<file path="config.mk">
export PLATFORM = sky130hd
export DESIGN_NAME = bfr_mod_unit
export DESIGN_NICKNAME = d
export VERILOG_FILES = /design/src/rtl/core/assert_macros.svh /design/src/rtl/core/bfr_pkg.sv /design/src/rtl/core/bfr_mod_unit.sv
export SDC_FILE = /design/constraint.sdc
export NUM_CORES = 1
export LEC_CHECK = 0
export BUFFER_PORTS_ARGS = -buffer_cell sky130_fd_sc_hd__clkbuf_2
export CORE_MARGIN = 1
export CORE_UTILIZATION = 57
export CTS_BUF_LIST = sky130_fd_sc_hd__clkbuf_2
export CTS_CLUSTER_DIAMETER = 120
export DETAILED_ROUTE_END_ITERATION = 6
export PLACE_DENSITY = 0.81
export SETUP_SLACK_MARGIN = 0.3
export SLEW_MARGIN = 40
export SYNTH_ARGS = -nofsm -noshare
export SYNTH_HDL_FRONTEND = slang
export SYNTH_SLANG_ARGS = --single-unit
</file>
<file path="constraint.sdc">
create_clock -name clk -period 2.48 [get_ports clk]
set_clock_uncertainty 0.05 [all_clocks]
set_input_delay 0.248 -clock clk [delete_from_list [all_inputs] [get_ports clk]]
set_output_delay 0.248 -clock clk [all_outputs]
set_load 0.005 [all_outputs]
</file>
<file path="src/rtl/core/assert_macros.svh">
// assertion macros shared by the rtl
`ifndef ASSERT_MACROS_SVH
`define ASSERT_MACROS_SVH

// clocked assertion with explicit clock and active-low reset
`define BFR_ASSERT_CLK(label, clock, resetn, prop, msg) \
    label: assert property (@(posedge clock) disable iff (!resetn) prop) else $error(msg);

// assertion on the default clk and rst_n
`define BFR_ASSERT(label, prop, msg) \
    `BFR_ASSERT_CLK(label, clk, rst_n, prop, msg)

`endif

</file>
<file path="src/rtl/core/bfr_pkg.sv">
// types, codes and helpers of the bitstream field reader
`timescale 1ns / 1ps

package bfr_pkg;

    localparam logic [3:0] OP_WRITE    = 4'd0;
    localparam logic [3:0] OP_BITS32   = 4'd1;
    localparam logic [3:0] OP_BITS64   = 4'd2;
    localparam logic [3:0] OP_SIGNED32 = 4'd3;
    localparam logic [3:0] OP_SIGNED64 = 4'd4;
    localparam logic [3:0] OP_VARINT16 = 4'd5;
    localparam logic [3:0] OP_VARINT32 = 4'd6;
    localparam logic [3:0] OP_VARINT64 = 4'd7;
    localparam logic [3:0] OP_VARINT   = 4'd8;
    localparam logic [3:0] OP_VARUINT16 = 4'd9;
    localparam logic [3:0] OP_VARUINT32 = 4'd10;
    localparam logic [3:0] OP_VARUINT64 = 4'd11;
    localparam logic [3:0] OP_VARUINT  = 4'd12;
    localparam logic [3:0] OP_VARSIZE  = 4'd13;
    localparam logic [3:0] OP_SETPOS   = 4'd14;
    localparam logic [3:0] OP_ALIGN    = 4'd15;

    localparam logic [2:0] STAT_OK       = 3'd0;
    localparam logic [2:0] STAT_EOF      = 3'd1;
    localparam logic [2:0] STAT_BADCOUNT = 3'd2;
    localparam logic [2:0] STAT_VARSIZE  = 3'd3;
    localparam logic [2:0] STAT_PASTEND  = 3'd4;

    localparam logic [3:0] FETCH_BYTES = 4'd10;
    localparam logic [6:0] MAX_SKIP    = 7'd64;
    localparam logic [63:0] VARSIZE_MAX = 64'h0000_0000_7fff_ffff;

    function automatic logic [3:0] var_max_bytes(input logic [3:0] op);
        logic [3:0] nb;
        case (op) inside
            OP_VARINT16, OP_VARUINT16: nb = 4'd2;
            OP_VARINT32, OP_VARUINT32: nb = 4'd4;
            OP_VARINT64, OP_VARUINT64: nb = 4'd8;
            OP_VARINT, OP_VARUINT:     nb = 4'd9;
            OP_VARSIZE:                nb = 4'd5;
            default:                   nb = 4'd9;
        endcase
        return nb;
    endfunction

endpackage

</file>
<file path="src/rtl/core/bfr_mod_unit.sv">
// bit-serial remainder unit for the align request
`timescale 1ns / 1ps

module bfr_mod_unit
    import bfr_pkg::*;
(
    input  logic        clk,
    input  logic        rst_n,
    input  logic        start,
    input  logic [15:0] dividend,
    input  logic [6:0]  divisor,
    output logic        done,
    output logic [6:0]  remainder
);

    logic        busy_reg;
    logic        done_reg;
    logic [3:0]  cnt_reg;
    logic [15:0] dvd_reg;
    logic [6:0]  dvs_reg;
    logic [6:0]  rem_reg;
    logic [7:0]  trial;
    logic [6:0]  rem_next;

    always_comb
    begin
        trial = {rem_reg, dvd_reg[15]};
        if (trial >= {1'b0, dvs_reg})
        begin
            rem_next = 7'(trial - {1'b0, dvs_reg});
        end
        else
        begin
            rem_next = trial[6:0];
        end
    end

    always_ff @(posedge clk or negedge rst_n)
    begin
        if (!rst_n)
        begin
            busy_reg <= 1'b0;
            done_reg <= 1'b0;
            cnt_reg  <= '0;
        end
        else
        begin
            done_reg <= 1'b0;
            if (start)
            begin
                busy_reg <= 1'b1;
                cnt_reg  <= '0;
            end
            else if (busy_reg)
            begin
                cnt_reg <= cnt_reg + 4'd1;
                if (cnt_reg == 4'd15)
                begin
                    busy_reg <= 1'b0;
                    done_reg <= 1'b1;
                end
            end
        end
    end

    always_ff @(posedge clk)
    begin
        if (start)
        begin
            dvd_reg <= dividend;
            dvs_reg <= divisor;
            rem_reg <= '0;
        end
        else if (busy_reg)
        begin
            dvd_reg <= {dvd_reg[14:0], 1'b0};
            rem_reg <= rem_next;
        end
    end

    assign done      = done_reg;
    assign remainder = rem_reg;

endmodule

</file>
# Yosys cells after proc, flatten, opt, wreduce, memory -nomap -nowiden
# Index checks and enable logic that the tools add are counted.
# totals
register_bits	36
elab_cells	22
# classes
add_sub_neg	2
order_cmp	1
n_eq_ne	1
n_mux	11
n_reduce_logical	1
# ops
operator	n
16-bit two-way mux	2
8-bit by 7-bit >= comparator with 1-bit output	1
4-bit two-way mux	2
7-bit two-way mux	1
7-bit subtractor	1
1-bit two-way mux	6
4-bit by 1-bit adder with 4-bit output (second input constant)	1
4-bit == test (second input constant)	1
2-bit nonzero test	1

# Longest topological paths before layout
# logic_depth
depth_word	4
ltp_mapped	9
ltp_nobuf	8

# Worst setup path after synthesis
# Ideal clock, no wire load.
# synth_path
path_type	flip-flop to flip-flop
startpoint	register dvd_reg[15]
endpoint	register rem_reg[1] (netlist: remainder[1])
arrival_time_ns	1.661
path_slack_ns	0.648
stages_incl_launch_ff	10
n_path_buf	1
period_less_slack_ns	1.832
path_cell_list	edfxtp_1 > inv_1 > ha_1 > inv_1 > fa_1 > nand3_1 > a31o_1 > buf_6 > and2_4 > o311a_1
# synth_between
elab_chain_cells	2
word_cells_on_any_way	3
classes_between	1 x add/sub; 1 x order compare; 1 x mux
# synth_lines
element	line	text
start, declared	bfr_mod_unit.sv:19	logic [15:0] dvd_reg;
start signal, assigned	bfr_mod_unit.sv:70	dvd_reg <= dividend;
start signal, assigned	bfr_mod_unit.sv:76	dvd_reg <= {dvd_reg[14:0], 1'b0};
7-bit subtractor / 8-bit by 7-bit >= comparator with 1-bit output (equally long branches)	bfr_mod_unit.sv:30, bfr_mod_unit.sv:28	
7-bit two-way mux *	bfr_mod_unit.sv:28	if (trial >= {1'b0, dvs_reg})
end signal, assigned	bfr_mod_unit.sv:77	rem_reg <= rem_next;
end, declared	bfr_mod_unit.sv:21	logic [6:0] rem_reg;
# Mark *: on every way between the ends. The rest lies on a longest branch, timed or not.
# A chain may end at the register's enable or synchronous reset.

# Worst setup path after layout
# layout_path
startpoint	register dvd_reg[15]
endpoint	register rem_reg[0] (netlist: remainder[0])
# The elaborated chain is that of the path after synthesis.

==> flow_metrics.tcl <==
set metrics [dict create \
    fin_nets 237 \
    grt_usage_pct 23.32 \
    slew_headroom_pct 53.28 \
    largest_reg_flops 16 \
    wire_per_inst_um 14.66 \
    yosysUniqueCellTypes 46 \
    io_pins 34 \
    coreArea_um2 3103 \
    gp_congestion 0.9013 \
    hold_viol 0 \
    cp_common_cell "inv_1" \
    fmax_mhz 484.7 \
    yosys_warnings 0 \
    required_ps 2750 \
    reg2reg_slack_ps 420 \
    reg2reg_depth 8 \
    clock-sinks 36 \
    yosysSeqAreaShare_pct 51.89 \
    final_cells 247 \
    holdPathStages 2 \
    critical_path_depth 8 \
    clock_path_buffers 2 \
    critPathKind "reg2reg" \
    post-cts-setup-buffers 0 \
    first_iter_violations 82 \
    diodes 0 \
    die_w_um 59.59 \
    syn_area_um2 1891 \
    grt_pass1_vias 1282 \
    htree_levels 2 \
    grt_pass1_wl_um 5796 \
    clkLatencyLatePin_ps 390 \
    fin_crit_ps 2063 \
    p_per_area_nw_per_um2 757.3 \
    ys_seq_elements 36 \
    vias 1367 \
    hp-class "in2reg" \
    worst_pin_slew_ps 699.1 \
    numCtsBuffers 5 \
    grt_overflow 0 \
    path_buf_inv 2 \
    first_pass_iters 4 \
    initial_core_util_pct 60.93 \
    detail-route-antenna-nets 0 \
    cts_tree "yes" \
    ys.flop_type "edfxtp_1" \
    tns_ps 0 \
    root_buffer "clkbuf_2" \
    area_growth_pct 18.13 \
    synth-edff-count 23 \
    path_clk_slew_ps 190 \
    synthCells 159 \
    drv_cap 0 \
    rsz0062_at_grt "false" \
    vias_per_cell 5.534 \
    period_share_pct 83.18 \
    placedCellCount 231 \
    setup_ws_ps 417.0 \
    route.detailed.drc 0 \
    crit_arrival_ps 2330 \
    cp-start-kind "flip-flop" \
    grt_max_degree 38 \
    ir_drop_mv 0.5123 \
    port-buffer-count 33 \
    antenna_found_initial 0 \
    crit_path_max_incr_delay_ps 450 \
    leakage_nw 0.9918 \
    setup_viol 0 \
    syn_avg_cell_area_um2 11.89 \
    drv_slew 0 \
    totalWireLength_um 3622 \
    layout_commonest_cell "clkbuf_2" \
    path_cells "inv_1 -> ha_1 -> inv_1 -> fa_1 -> nand3_1 -> a31o_2 -> nand3_2 -> a311oi_2" \
    dieArea_um2 3551 \
    ys_async_sr_fraction_pct 16.67 \
    crit_path_end_kind "flip-flop" \
    rows 20 \
    dp_hpwl_um 2539 \
    final_cell_mix "38 x clkbuf_2, 23 x edfxtp_1, 15 x mux2_2" \
    worstPathMaxFanout 10 \
    synth_nets 194 \
    critical-path-slowest-cell "edfxtp_1" \
    drive_gt1_share_pct 30.54 \
    die_h_um 59.59 \
    status "finished, final reports clean" \
    crit_family "adder cells" \
    pre_cts_ws_ps 380.7 \
]
Yosys cell counts (all sizes together), types with 2 or more instances:
cell type	count	area, um^2
nor2b	4	25.02
clkbuf	3	11.26
nand3	6	35.03
o31ai	2	15.01
a31oi	4	25.02
inv	11	41.29
a211oi	2	27.53
nor3b	7	52.55
nor2	12	45.04
dfrtp	6	150.1
a311oi	2	23.77
a21o	3	22.52
ha	8	100.1
nand2	10	37.54
nand4	2	12.51
edfxtp	23	690.7
and3	2	12.51
o21ai	3	15.01
xor2	2	17.52
xnor2	4	35.03
and2	2	15.02
buf	4	23.77
dfxtp	7	140.1
mux2	15	168.9
cells by family after synthesis:
kind of cell	synth area share, %
fa+ha+maj	6.354
xor+xnor	2.780
mux	9.464
flops	51.89
buf+inv	4.037
simple gates	13.96
compound gates	11.52
per-layer routing:
layer	share of wire, %	global-route usage, %	vias to the layer above
li1	-	-	669
met1	46	32.05	655
met2	47	34.99	39
met3	5.1	6.114	4
met4	1.6	9.967	0
met5	0	0	-
path summary, 6_finish.rpt:
kind                                           from                   endpoint
max                           dvd_reg[15]$_DFFE_PP_  remainder[0]$_SDFFE_PP0P_
min                                     dividend[2]       dvd_reg[2]$_DFFE_PP_
max reg2reg                   dvd_reg[15]$_DFFE_PP_  remainder[0]$_SDFFE_PP0P_
min reg2reg                dvd_reg[0]$_SDFFCE_PN0P_       dvd_reg[1]$_DFFE_PP_
max in group asynchronous                     rst_n         busy_reg$_DFF_PN0_
min in group asynchronous                     rst_n             done$_DFF_PN0_
power by group:
part           leakage, nW  total, mW  switching, mW  internal, mW
combinational        0.580      0.556          0.280         0.276
clock               0.0380      0.363          0.199         0.164
sequential           0.374      0.772         0.0574         0.715
total                0.992       1.69          0.537          1.15
worst reg2reg max path: cells and delay by family (launching register included):
kind / cells / cell delay [ps]
AO/OA/AOI/OAI: 2 / 550
adder cells (fa/ha/maj): 2 / 550
buffers and inverters: 2 / 140
flip-flops: 1 / 450
AND/OR/NAND/NOR: 2 / 250
timing repair:
| item | 4_1_cts | 5_1_grt |
|---|---|---|
| hold buffers | 8 | 0 |
| gates resized for setup | 0 | 1 |
| endpoints found under the setup margin | 0 | 5 |
| hold endpoints to repair | 13 | 0 |
cell type report:
cell class                      count  area, um^2
Clock buffer                        5       25.02
Clock inverter                      3       37.54
Timing Repair Buffer               43       260.3
Tap cell                           44       55.05
Sequential cell                    36       980.9
Multi-Input combinational cell    105       833.3
Fill cell                         238       869.6
Inverter                           11       41.29
metrics by stage:
stage                     power (mW)  utilization [%]  hold slack (ps)  area, um^2
after floorplan                1.179                -           -97.59        1891
after global placement         1.298            67.38            24.83        2091
after detailed placement       1.321            67.38            28.49        2091
after CTS                      1.690            71.98            78.28        2233
after global routing           1.780            71.98            59.81        2233
final                          1.691            71.98            94.45        2233
No activity file was read; power rests on OpenSTA's default activity.
